===== src/rtl/letter_frequency_histogram_core_defines.svh =====
// Assertion macros for the letter frequency histogram core.
// LFH_ASSERT is disabled while reset is asserted; LFH_ASSERT_ALWAYS is checked at every edge.
`ifndef LETTER_FREQUENCY_HISTOGRAM_CORE_DEFINES_SVH
`define LETTER_FREQUENCY_HISTOGRAM_CORE_DEFINES_SVH

`ifndef SYNTHESIS
`define LFH_ASSERT(lbl, prop, msg) \
  lbl: assert property (@(posedge clk_i) disable iff (!rst_ni) prop) else $error(msg);
`define LFH_ASSERT_ALWAYS(lbl, prop, msg) \
  lbl: assert property (@(posedge clk_i) prop) else $error(msg);
`else
`define LFH_ASSERT(lbl, prop, msg)
`define LFH_ASSERT_ALWAYS(lbl, prop, msg)
`endif

`endif


===== src/rtl/lfh_pkg.sv =====
`default_nettype none

package lfh_pkg;

  // Table geometry and count width
  localparam int unsigned ALPHABET_SIZE = 26;
  localparam int unsigned COUNT_W       = 24;
  localparam int unsigned LETTER_W      = 5;
  localparam int unsigned SKIP_W        = 24;
  localparam int unsigned PERIOD_W      = 8;
  localparam int unsigned CFG_IDX_W     = 1;
  localparam int unsigned CFG_DATA_W    = 24;

  localparam logic [LETTER_W-1:0] LAST_LETTER = LETTER_W'(ALPHABET_SIZE - 1);
  localparam logic [COUNT_W-1:0]  COUNT_MAX   = '1;

  // ASCII bounds of the two letter ranges
  localparam logic [7:0] CHAR_UPPER_A = 8'h41;
  localparam logic [7:0] CHAR_UPPER_Z = 8'h5A;
  localparam logic [7:0] CHAR_LOWER_A = 8'h61;
  localparam logic [7:0] CHAR_LOWER_Z = 8'h7A;

  // Input command codes
  typedef enum logic [1:0] {
    CMD_DATA    = 2'd0,
    CMD_REPORT  = 2'd1,
    CMD_RESTART = 2'd2
  } lfh_cmd_e;

  // Configuration register indexes
  typedef enum logic [CFG_IDX_W-1:0] {
    REG_SKIP_COUNT = 1'b0,
    REG_PERIOD     = 1'b1
  } lfh_reg_e;

  // Controller states
  typedef enum logic {
    ST_IDLE   = 1'b0,
    ST_REPORT = 1'b1
  } lfh_state_e;

  typedef struct packed {
    logic [1:0] command;
    logic [7:0] data_byte;
  } lfh_in_t;

  typedef struct packed {
    logic [LETTER_W-1:0] letter;
    logic [COUNT_W-1:0]  letter_count;
    logic [COUNT_W-1:0]  total_count;
    logic                last;
  } lfh_out_t;

  // Controller to datapath commands
  typedef struct packed {
    logic count_en;
    logic clear_en;
    logic rpt_start;
    logic rpt_load;
  } lfh_ctrl_t;

  // Datapath to controller status
  typedef struct packed {
    logic slot_free;
    logic idx_last;
  } lfh_status_t;

  // Saturating increment of a count
  function automatic logic [COUNT_W-1:0] sat_inc(input logic [COUNT_W-1:0] v);
    logic [COUNT_W-1:0] r;
    r = (v == COUNT_MAX) ? v : v + COUNT_W'(1);
    return r;
  endfunction

endpackage

`default_nettype wire


===== src/rtl/letter_frequency_histogram_core.sv =====
// Letter frequency histogram core. Counts the letters A to Z, with upper and
// lower case folded, in a stream of byte transfers. After a restart the first
// skip_count letters are dropped, then one letter in every period letters is
// counted, starting with the first. Data bytes, restarts and unknown commands
// are taken whenever no report runs, and such transfers may follow each other
// in every cycle: each counted letter does a read-modify-write of one table
// entry in its own cycle. A restart clears the table through per-entry valid
// flags, so no clearing pass is needed after reset or restart. A report
// command sends 26 result transfers, A to Z, with the last flag on Z; the
// input is stalled while they are produced one after another, since the table
// has a single read port feeding a single output register. Counts and the
// total saturate at 2^24 - 1. Configuration writes are always taken:
// skip_count applies at the next restart, period at the next reload of the
// phase counter.
`default_nettype none

module letter_frequency_histogram_core (
  input  wire logic                           clk_i,
  input  wire logic                           rst_ni,
  input  wire logic                           in_valid_i,
  output logic                                in_stall_o,
  input  wire lfh_pkg::lfh_in_t               in_data_i,
  output logic                                out_valid_o,
  input  wire logic                           out_stall_i,
  output lfh_pkg::lfh_out_t                   out_data_o,
  input  wire logic                           cfg_valid_i,
  output logic                                cfg_ready_o,
  input  wire logic [lfh_pkg::CFG_IDX_W-1:0]  cfg_index_i,
  input  wire logic [lfh_pkg::CFG_DATA_W-1:0] cfg_data_i
);
  import lfh_pkg::*;

  lfh_ctrl_t   cmd;
  lfh_status_t status;

  // Accept configuration writes in every cycle
  assign cfg_ready_o = 1'b1;

  lfh_ctrl u_ctrl (
    .clk_i        (clk_i),
    .rst_ni       (rst_ni),
    .in_valid_i   (in_valid_i),
    .in_command_i (in_data_i.command),
    .in_stall_o   (in_stall_o),
    .status_i     (status),
    .cmd_o        (cmd)
  );

  lfh_datapath u_datapath (
    .clk_i       (clk_i),
    .rst_ni      (rst_ni),
    .data_byte_i (in_data_i.data_byte),
    .cfg_we_i    (cfg_valid_i && cfg_ready_o),
    .cfg_index_i (cfg_index_i),
    .cfg_data_i  (cfg_data_i),
    .cmd_i       (cmd),
    .status_o    (status),
    .out_valid_o (out_valid_o),
    .out_stall_i (out_stall_i),
    .out_data_o  (out_data_o)
  );

endmodule

`default_nettype wire


===== src/rtl/lfh_ctrl.sv =====
`default_nettype none

`include "letter_frequency_histogram_core_defines.svh"

module lfh_ctrl (
  input  wire logic                clk_i,
  input  wire logic                rst_ni,
  input  wire logic                in_valid_i,
  input  wire logic [1:0]          in_command_i,
  output logic                     in_stall_o,
  input  wire lfh_pkg::lfh_status_t status_i,
  output lfh_pkg::lfh_ctrl_t       cmd_o
);
  import lfh_pkg::*;

  lfh_state_e state_q, state_d;
  logic       accept;

  // Hold the state register
  always_ff @(posedge clk_i or negedge rst_ni) begin
    if (!rst_ni) begin
      state_q <= ST_IDLE;
    end else begin
      state_q <= state_d;
    end
  end

  // Decode accepted commands and advance the report sequence
  always_comb begin
    in_stall_o = (state_q != ST_IDLE);
    accept     = in_valid_i && (state_q == ST_IDLE);
    cmd_o      = '0;
    state_d    = state_q;
    case (state_q)
      ST_IDLE: begin
        cmd_o.count_en  = accept && (in_command_i == CMD_DATA);
        cmd_o.clear_en  = accept && (in_command_i == CMD_RESTART);
        cmd_o.rpt_start = accept && (in_command_i == CMD_REPORT);
        if (cmd_o.rpt_start) begin
          state_d = ST_REPORT;
        end
      end
      ST_REPORT: begin
        cmd_o.rpt_load = status_i.slot_free;
        if (status_i.slot_free && status_i.idx_last) begin
          state_d = ST_IDLE;
        end
      end
      default: begin
        state_d = ST_IDLE;
      end
    endcase
  end

  `LFH_ASSERT(a_rpt_enters, (accept && in_command_i == CMD_REPORT) |=> (state_q == ST_REPORT), "report transfer did not start a report")
  `LFH_ASSERT(a_rpt_ends, (cmd_o.rpt_load && status_i.idx_last) |=> (state_q == ST_IDLE), "report did not end after last letter")
  `LFH_ASSERT_ALWAYS(a_excl, !(cmd_o.rpt_load && (cmd_o.count_en || cmd_o.clear_en)), "table update during report")

endmodule

`default_nettype wire


===== src/rtl/lfh_datapath.sv =====
`default_nettype none

`include "letter_frequency_histogram_core_defines.svh"

module lfh_datapath (
  input  wire logic                              clk_i,
  input  wire logic                              rst_ni,
  input  wire logic [7:0]                        data_byte_i,
  input  wire logic                              cfg_we_i,
  input  wire logic [lfh_pkg::CFG_IDX_W-1:0]     cfg_index_i,
  input  wire logic [lfh_pkg::CFG_DATA_W-1:0]    cfg_data_i,
  input  wire lfh_pkg::lfh_ctrl_t                cmd_i,
  output lfh_pkg::lfh_status_t                   status_o,
  output logic                                   out_valid_o,
  input  wire logic                              out_stall_i,
  output lfh_pkg::lfh_out_t                      out_data_o
);
  import lfh_pkg::*;

  // Configuration registers
  logic [SKIP_W-1:0]   skip_count_q;
  logic [PERIOD_W-1:0] period_q;

  // Counting state
  logic [COUNT_W-1:0]       table_q [ALPHABET_SIZE];
  logic [ALPHABET_SIZE-1:0] entry_vld_q;
  logic [COUNT_W-1:0]       total_q;
  logic [SKIP_W-1:0]        skip_left_q;
  logic [PERIOD_W-1:0]      phase_left_q;

  // Report sequencing and output register
  logic [LETTER_W-1:0] rpt_idx_q;
  logic                out_valid_q;
  lfh_out_t            out_q;

  logic                is_upper, is_lower, is_letter;
  logic [LETTER_W-1:0] byte_idx;
  logic [LETTER_W-1:0] rd_addr;
  logic [COUNT_W-1:0]  rd_val;
  logic                do_count;
  logic                out_take;

  // Classify the byte and fold its case
  always_comb begin
    is_upper  = (data_byte_i >= CHAR_UPPER_A) && (data_byte_i <= CHAR_UPPER_Z);
    is_lower  = (data_byte_i >= CHAR_LOWER_A) && (data_byte_i <= CHAR_LOWER_Z);
    is_letter = is_upper || is_lower;
    byte_idx  = is_upper ? LETTER_W'(data_byte_i - CHAR_UPPER_A)
                         : LETTER_W'(data_byte_i - CHAR_LOWER_A);
    do_count  = cmd_i.count_en && is_letter && (skip_left_q == '0) &&
                (phase_left_q == PERIOD_W'(1));
  end

  // Share one table read port between counting and reporting
  always_comb begin
    rd_addr = cmd_i.rpt_load ? rpt_idx_q : byte_idx;
    rd_val  = entry_vld_q[rd_addr] ? table_q[rd_addr] : '0;
  end

  // Take configuration writes
  always_ff @(posedge clk_i or negedge rst_ni) begin
    if (!rst_ni) begin
      skip_count_q <= '0;
      period_q     <= PERIOD_W'(1);
    end else if (cfg_we_i) begin
      case (cfg_index_i)
        REG_SKIP_COUNT: skip_count_q <= SKIP_W'(cfg_data_i);
        REG_PERIOD:     period_q     <= cfg_data_i[PERIOD_W-1:0];
        default: begin
        end
      endcase
    end
  end

  // Update skip and phase counters, total and entry valid flags
  always_ff @(posedge clk_i or negedge rst_ni) begin
    if (!rst_ni) begin
      entry_vld_q  <= '0;
      total_q      <= '0;
      skip_left_q  <= '0;
      phase_left_q <= PERIOD_W'(1);
    end else if (cmd_i.clear_en) begin
      entry_vld_q  <= '0;
      total_q      <= '0;
      skip_left_q  <= skip_count_q;
      phase_left_q <= PERIOD_W'(1);
    end else if (cmd_i.count_en && is_letter) begin
      if (skip_left_q != '0) begin
        skip_left_q <= skip_left_q - SKIP_W'(1);
      end else if (phase_left_q == PERIOD_W'(1)) begin
        entry_vld_q[byte_idx] <= 1'b1;
        total_q               <= sat_inc(total_q);
        // A period of zero behaves as one
        phase_left_q <= (period_q == '0) ? PERIOD_W'(1) : period_q;
      end else begin
        phase_left_q <= phase_left_q - PERIOD_W'(1);
      end
    end
  end

  // Write the incremented count back
  always_ff @(posedge clk_i) begin
    if (do_count) begin
      table_q[byte_idx] <= sat_inc(rd_val);
    end
  end

  // Step through the letters during a report
  always_ff @(posedge clk_i or negedge rst_ni) begin
    if (!rst_ni) begin
      rpt_idx_q <= '0;
    end else if (cmd_i.rpt_start) begin
      rpt_idx_q <= '0;
    end else if (cmd_i.rpt_load) begin
      rpt_idx_q <= rpt_idx_q + LETTER_W'(1);
    end
  end

  assign out_take = out_valid_q && !out_stall_i;

  // Hold the result until its transfer completes
  always_ff @(posedge clk_i or negedge rst_ni) begin
    if (!rst_ni) begin
      out_valid_q <= 1'b0;
    end else if (cmd_i.rpt_load) begin
      out_valid_q <= 1'b1;
    end else if (out_take) begin
      out_valid_q <= 1'b0;
    end
  end

  always_ff @(posedge clk_i) begin
    if (cmd_i.rpt_load) begin
      out_q.letter       <= rpt_idx_q;
      out_q.letter_count <= rd_val;
      out_q.total_count  <= total_q;
      out_q.last         <= (rpt_idx_q == LAST_LETTER);
    end
  end

  assign status_o.slot_free = !out_valid_q || !out_stall_i;
  assign status_o.idx_last  = (rpt_idx_q == LAST_LETTER);
  assign out_valid_o        = out_valid_q;
  assign out_data_o         = out_q;

  `LFH_ASSERT(a_last_flag, out_valid_q |-> (out_q.last == (out_q.letter == LAST_LETTER)), "last flag does not match letter")
  `LFH_ASSERT(a_phase_nz, phase_left_q != '0, "phase counter reached zero")

endmodule

`default_nettype wire

===== config.mk =====
export PLATFORM = sky130hd
export DESIGN_NAME = letter_frequency_histogram_core
export DESIGN_NICKNAME = d
export VERILOG_FILES = /design/src/rtl/lfh_pkg.sv /design/src/rtl/letter_frequency_histogram_core.sv /design/src/rtl/lfh_ctrl.sv /design/src/rtl/lfh_datapath.sv
export VERILOG_INCLUDE_DIRS = /design/src /design/src/rtl
export SDC_FILE = /design/constraint.sdc
export NUM_CORES = 1
export LEC_CHECK = 0
export BUFFER_PORTS_ARGS = -buffer_cell sky130_fd_sc_hd__buf_2
export CAP_MARGIN = 15
export CELL_PAD_IN_SITES_DETAIL_PLACEMENT = 1
export CELL_PAD_IN_SITES_GLOBAL_PLACEMENT = 2
export CORE_UTILIZATION = 45
export CTS_CLUSTER_SIZE = 8
export DETAILED_ROUTE_END_ITERATION = 16
export PLACE_DENSITY_LB_ADDON = 0.1
export SYNTH_ARGS = -nofsm -noshare
export SYNTH_HDL_FRONTEND = slang
export SYNTH_SLANG_ARGS = --single-unit

===== constraint.sdc =====
create_clock -name clk_i -period 6.25 [get_ports clk_i]
set_input_delay 0.3125 -clock clk_i [delete_from_list [all_inputs] [get_ports clk_i]]
set_output_delay 0.3125 -clock clk_i [all_outputs]
set_load 0.005 [all_outputs]

==> impl_results.md, run 1 <==
- Dpl cells: 3599
- Chip Width: ~280 µm
- Overflow left after global routing: 0
- Area Overhead vs Synth: 17.7%
- Total Power: 19.9 mW
- Fin. Hold Viols: 0
- Worst relative slew slack: 23.1%
- Post-synth top area cell: edfxtp_1
- Peak supply drop: around 0.00025 V
- Clk_lat worst skew: 680 ps
- Vias per cell: 6.09
- Die Y: 280 µm
- Port Buffer Count: between 90 and 100
- Worst setup SP type: flop
- Switching power: between 7 and 8 mW
- Setup Skew: 22.4 ps
- Share of cells above drive strength 1: 20.0%
- Critical path class: reg -> reg
- Tcrit/Tclk final: 90.7%
- Drt drc: 0
- Seq/Total Area, Yosys: between 60% and 70%
- DP Wirelength: 74.6 mm
- Internal: roughly 13 mW
- Crit-path slowest cell: xnor2_2
- Post-CTS Resized: 0
- Max Root-Sink Buffers: 3
- Routed WL per cell: about 31 µm
- Die area: 78300 µm²
- Clock transition at the registers of the reported paths: approximately 50 ps
- CTS tree: yes
- Slowest stage delay, CP: 920 ps
- Total CTS buffers: between 100 and 150
- Layout Cell Area excl Fill: 40900 µm²
- Critical Path Fanout Max: 30
- Overall Global Routing Usage: a little under a third
- Worst path cell trace: a21bo_4 > inv_4 > o22ai_4 > buf_4 > mux4_2 > a2111oi_0 > a211oi_1 > nand4bb_1 > nor4_4 > nand3_1 > buf_4 > nand4_1 > xnor2_2
- Post-synth top cells: edfxtp_1, nand2_1, nor2_1
- First-pass iteration count of the detailed router: 5
- Worst hold slack: between 100 and 150 ps
- Clock network power share: 27.7%
- Core area: 76200 µm²
- Fin cells: 3800
- Crit path required time: approximately 6600 ps
- Met1 wire length: 48.0 mm
- Post-Syn Nets: 2528
- Flop pwr share: 37.2%
- Synth Warn #: 0
- Hold WC Path Type: in -> reg
- Max Clock Freq: 176 MHz
- Crit. End Element: flop
- Fin. max-slew vios: 0
- Crit-path most repeated cell: buf_4
- Antenna viol nets, final: 0
- Cell Area, Synth: 34700 µm²
- H-tree depth: 3
- Prevailing post-synth register cell: edfxtp_1
- Top Layer Used: met5
- Site Rows: between 100 and 150
- Post-synth EDFFs: 678
- Number of global-route vias before repair: 24100
- Clk root buf: clkbuf_16
- # IOs: between 90 and 100
- Area contributors post-synth: edfxtp_1, dfrtp_1, mux2i_1
- Net Sw Frac: 35.9%
- Syn avg cell area: about 14 µm²
- Comb power frac: between 30% and 40%
- Fillers: 7435
- Outcome: completed
- DR iter-0 viols: a little over 2000
- RSZ-0062 raised after global routing: no
- Yosys reg bits: 799
- Met3 routed wirelength: 9.68 mm
- Via Count: around 23000
- Initial Utilization: 45.6%
- Async set or reset register ratio after synthesis: 15.1%
- Antenna violations before repair: 6
- Setup TNS: 0 ps
- Setup violators final: 0
- Largest net degree at the start of global routing: 72
- GPL Wtd Cong: 0.878
- First-pass GRT wire length: 169 mm
- Min cycle time layout: 5670 ps
- Placed cell area: around 37000 µm²
- Met2 wire length: 56.6 mm
- PD cells: 486 nW/µm²
- Post-synth cell types: between 90 and 100
- CP arrival: 5970 ps
- Max Cap Violations: 0
- Post-layout nets: 2769
- Syn Inst Count: 2476
- Clock sink count: roughly 800
- Synth top area share: 58.6%
- Count leader, synth: edfxtp_1
- Worst-Margin Slew: 1150 ps
- Final WL: 118 mm
- Leak Pwr: 14.9 nW
==> layer usage <==
| metal | global-route usage, % | vias to the layer above |
|---|---|---|
| met1 | 39.9 | 12000 |
| met3 | 6.60 | 219 |
| met5 | 0 | - |
| li1 | - | 9922 |
| met2 | 49.7 | 986 |
| met4 | 10.4 | 2 |
==> registers in the layout (all words and copies together), names as in the netlist <==
name	count
u_datapath.period_q	8
u_datapath.entry_vld_q	26
u_datapath.phase_left_q	8
u_datapath.total_q	24
u_datapath.skip_left_q	24
u_ctrl.in_stall_o	1
u_datapath.rpt_idx_q	5
u_datapath.skip_count_q	24
u_datapath.table_q	624
u_datapath.out_data_o	54
u_datapath.out_valid_o	1
==> what timing repair did <==
action	4_1_cts	5_1_grt
buffers inserted	0	0
endpoints found under the hold margin	83	0
hold buffers	26	0
==> cells in the final DEF, fill, tap and decap left out, drive strengths merged, types with 18 or more instances in the layout <==
cell	Yosys	routed
nand4	30	30
clkbuf	45	154
inv	25	28
a21oi	79	79
nor3	26	26
edfxtp	678	678
xor2	27	27
o21ai	54	54
mux2i	180	180
and3	21	21
nor2	199	199
or3	18	18
nand2	317	317
a31oi	31	31
mux4	48	48
mux2	58	58
dfrtp	119	119
a211oi	26	26
nand3	98	98
dlygate4sd3	0	26
buf	101	249
xnor2	30	30
==> area by class of cell <==
cell class	instances	area [µm²]	area share (%)
timing repair buffer	275	2230	5.46
clock buffer	154	2960	7.25
clock inverter	7	144	0.352
sequential	799	23400	57.3
tap	1030	1290	3.15
antenna	4	10.0	0.0245
inverter	26	100	0.245
multi-input combinational	1505	10700	26.3
==> cells by family after synthesis <==
family / count (synthesis) / synth area share [%]
adder cells (fa/ha/maj): 12 / 0.432
buffers and inverters: 172 / 2.68
AO/OA/AOI/OAI: 356 / 7.33
XOR/XNOR: 57 / 1.46
AND/OR/NAND/NOR: 793 / 10.5
other: 1 / 0.0108
flip-flops: 799 / 67.4
multiplexers: 286 / 10.2
==> per-stage QoR <==
| step | setup WS [ps] | utilization, % |
|---|---|---|
| 2_1_floorplan | 506 | - |
| 3_3_place_gp | 593 | 49.0 |
| 3_5_place_dp | 432 | 49.0 |
| 4_1_cts | 524 | 53.4 |
| 5_1_grt | 336 | 53.6 |
| 6_report | 581 | 53.6 |
==> worst paths after layout <==
check	startpoint	to	slack, ps	depth (start not counted)
max in group asynchronous	rst_ni	u_datapath.skip_count_q[10]$_DFFE_PN0P_	4740	3
min in group asynchronous	rst_ni	u_datapath.total_q[8]$_DFFE_PN0P_	150	2
setup / recovery	u_ctrl.in_stall_o$_DFF_PN0_	u_datapath.table_q[11][9]$_DFFE_PP_	580	13
setup reg to reg	u_ctrl.in_stall_o$_DFF_PN0_	u_datapath.table_q[11][9]$_DFFE_PP_	580	13
hold reg to reg	u_datapath.total_q[23]$_DFFE_PN0P_	u_datapath.out_data_o[24]$_DFFE_PP_	460	0
hold / removal	cfg_index_i	u_datapath.skip_count_q[2]$_DFFE_PN0P_	130	3
==> worst max-delay path: cells and delay by family, from the launching register on <==
family | cells | cell delay [ps]
buffers and inverters | 3 | 830
flip-flops | 1 | 410
XOR/XNOR | 1 | 920
AO/OA/AOI/OAI | 4 | 1770
AND/OR/NAND/NOR | 4 | 700
multiplexers | 1 | 650
==> power groups by stage <==
stage                     Clock [mW]  Sequential [mW]  Combinational (mW)
after floorplan                    0             7.46                3.81
after global placement             0             7.50                6.56
after detailed placement           0             7.51                6.70
after CTS                       5.59             7.42                6.75
after global routing            5.79             7.42                7.31
final                           5.51             7.39                6.96
Note: power is estimated with default switching activity, not from simulation.
==> run 2: changes to the inputs <==
Settings changed: CORE_ASPECT_RATIO from default to 0.75, CORE_MARGIN from default to 2.
==> run 2 against run 1 <==
Final cell count increased by 0.58%. Highest routed layer is now met4. Utilization decreased by 0.54 points. Sequential cell count unchanged. Sequential share of layout area grew 0.25 points.
==> impl_results.md, run 2 (synthesis gave the netlist of run 1 again) <==
- Clock transition at the registers of the reported paths: 50 ps (about the same)
- RR Startpoint: u_datapath.out_valid_o$_DFFE_PN0P_ (was u_ctrl.in_stall_o$_DFF_PN0_)
- Clk root buf: clkbuf_16 (unchanged)
- Multi-input logic area: 10700 µm² (about the same)
- Max Clock Freq: 169 MHz (was 176 MHz)
- Most common cell after layout, fill and taps aside: edfxtp_1 (unchanged)
- Number of global-route vias before repair: 23800 (was 24100)
- CP arrival: 6310 ps (was 5970 ps)
- Comb power frac: 35.0% (about the same)
- Internal: 12.6 mW (was 12.7 mW)
- PD cells: 487 nW/µm² (was 486 nW/µm²)
- Clock sink count: 799 (unchanged)
- Fin. max-slew vios: 0 (unchanged)
- Critical path class: reg -> reg (unchanged)
- Hold WC Path Type: in -> reg (unchanged)
- Die area: 79400 µm² (was 78300 µm²)
- Initial Utilization: 45.3% (was 45.6%)
- Die Y: 245 µm (was 280 µm)
- Routed WL per cell: 31.7 µm (was 31.1 µm)
- CTS tree: yes (unchanged)
- # diodes: 0 (was 4)
- Fillers: 7523 (was 7435)
- Max reg flops: 624 (unchanged)
- Met2 wire length: 53.5 mm (was 56.6 mm)
- Setup TNS: 0 ps (unchanged)
- Top Layer Used: met4 (was met5)
- Critical Path Fanout Max: 26 (was 30)
- Met1 wire length: 54.6 mm (was 48.0 mm)
- Clock network power share: 27.7% (about the same)
- Final WL: 121 mm (was 118 mm)
- H-tree depth: 3 (unchanged)
- GPL Wtd Cong: 0.927 (was 0.878)
- Reg area: 23400 µm² (unchanged)
- Most frequent cells in the layout: edfxtp_1, nand2_1, mux2i_1 (unchanged)
- Number of post-CTS setup repair buffers: 0 (unchanged)
- Setup violators final: 0 (unchanged)
- Overflow left after global routing: 0 (unchanged)
- Total Power: 19.8 mW (was 19.9 mW)
- Tcrit/Tclk final: 94.8% (was 90.7%)
- Net Sw Frac: 36.2% (was 35.9%)
- Worst relative slew slack: 27.7% (was 23.1%)
- # IOs: 97 (unchanged)
- Drt drc: 0 (unchanged)
- Met3 routed wirelength: 10.8 mm (was 9.68 mm)
- HP Start: in_data_i[8] (was cfg_index_i)
- Worst-Margin Slew: 1080 ps (was 1150 ps)
- Antenna viol nets, final: 0 (unchanged)
- Via Count: 23800 (was 23100)
- Setup Skew: 44.8 ps (was 22.4 ps)
- Min cycle time layout: 5920 ps (was 5670 ps)
- Site Rows: 88 (was 101)
- Overall Global Routing Usage: 30.4% (was 30.3%)
- Clk_lat worst skew: 690 ps (was 680 ps)
- Reg2reg path depth: 16 (was 13)
- First-pass GRT wire length: 173 mm (was 169 mm)
- First-pass iteration count of the detailed router: 5 (unchanged)
- Share of cells above drive strength 1: 19.7% (was 20.0%)
- Chip Width: 325 µm (was 280 µm)
- Worst setup SP type: flop (unchanged)
- Port Buffer Count: 95 (unchanged)
- Area Overhead vs Synth: 17.1% (was 17.7%)
- Leak Pwr: 14.8 nW (was 14.9 nW)
- Flop pwr share: 37.3% (was 37.2%)
- Core area: 76600 µm² (was 76200 µm²)
- Antenna violations before repair: 4 (was 6)
- DR iter-0 viols: 2872 (was 2073)
- Peak supply drop: 0.000237 V (was 0.000254 V)
- Reg with most FFs: u_datapath.table_q (unchanged)
- FF-to-FF End: u_datapath.table_q[4][20]$_DFFE_PP_ (was u_datapath.table_q[11][9]$_DFFE_PP_)
- Total CTS buffers: 109 (was 110)
- DP Wirelength: 73.7 mm (was 74.6 mm)
- Max Root-Sink Buffers: 3 (unchanged)
- Crit. End Element: flop (unchanged)
- Fin. Hold Viols: 0 (unchanged)
- Largest net degree at the start of global routing: 88 (was 72)
- Outcome: completed (unchanged)
- Hold Path Sink: u_datapath.rpt_idx_q[2]$_DFFE_PN0P_ (was u_datapath.skip_count_q[2]$_DFFE_PN0P_)
- RSZ-0062 raised after global routing: no (unchanged)
- Vias per cell: 6.24 (was 6.09)
- R2R Setup Slk: 330 ps (was 580 ps)
- Post-layout nets: 2770 (was 2769)
- Switching power: 7.18 mW (was 7.14 mW)
- Max Cap Violations: 0 (unchanged)
- Hold depth: 3 (unchanged)
- Crit path required time: 6640 ps (was 6550 ps)
==> run 2: power by group through the flow <==
stage	clock (mW)	combinational (mW)	sequential, mW
finish	5.50	6.94	7.39
global route	5.78	7.31	7.42
CTS	5.56	6.78	7.39
detailed placement	0	6.73	7.49
global placement	0	6.57	7.47
floorplan	0	3.81	7.46
==> run 2: repair_timing <==
item | 4_1_cts | 5_1_grt
setup endpoints to repair | 0 | 26
endpoints found under the hold margin | 94 | 0
hold buffers | 26 | 0
resized for setup | 0 | 1
==> run 2: area by class of cell <==
class / instances / share of cell area (%)
well taps: 1035 / 3.18
multi-input cells: 1505 / 26.4
clock inverters: 2 / 0.0954
flip-flops and latches: 799 / 57.5
repair buffers: 277 / 5.06
clock buffers: 178 / 7.55
inverters: 26 / 0.246
==> run 2: worst max-delay path by stage <==
stage	startpoint	to	slack, ps	cells after the start
2_1_floorplan	in_data_i[1]	u_datapath.table_q[0][4]$_DFFE_PP_	510	20
3_3_place_gp	out_stall_i	u_datapath.table_q[16][11]$_DFFE_PP_	340	15
3_5_place_dp	out_stall_i	u_datapath.table_q[16][11]$_DFFE_PP_	180	15
4_1_cts	u_datapath.out_valid_o$_DFFE_PN0P_	u_datapath.table_q[11][11]$_DFFE_PP_	190	14
5_1_grt	u_datapath.out_valid_o$_DFFE_PN0P_	u_datapath.table_q[23][20]$_DFFE_PP_	150	16
6_report	u_datapath.out_valid_o$_DFFE_PN0P_	u_datapath.table_q[4][20]$_DFFE_PP_	330	16
==> run 2: critical path, stage by stage, from the launching register on <==
cell	delay [ps]
dfrtp_1	410
and2_1	330
buf_4	280
o22ai_4	720
buf_4	520
nand2_1	120
a32oi_1	220
a31oi_1	130
or3_1	400
nor2_1	200
ha_1	260
nand3_1	170
nor4_4	450
nand3_2	230
nor4bb_2	730
xor2_1	170
buf_4	260
==> run 2: stage by stage <==
stage                     std cells  utilization, %  hold WS, ps  instance area, µm²  setup slack, ps
after floorplan                2476               -         16.9               34700              506
after global placement         3612            48.6          339               37200              338
after detailed placement       3612            48.6          353               37200              177
after CTS                      3818            53.0          122               40600              185
after global routing           3822            53.1          148               40700              147
final                          3822            53.1          151               40700              328
==> run 2: routing by layer <==
| layer | vias up | GRT usage (%) |
|---|---|---|
| met1 | 12600 | 46.6 |
| met5 | - | 0 |
| li1 | 9925 | - |
| met2 | 1113 | 45.5 |
| met4 | 0 | 6.28 |
| met3 | 172 | 5.22 |
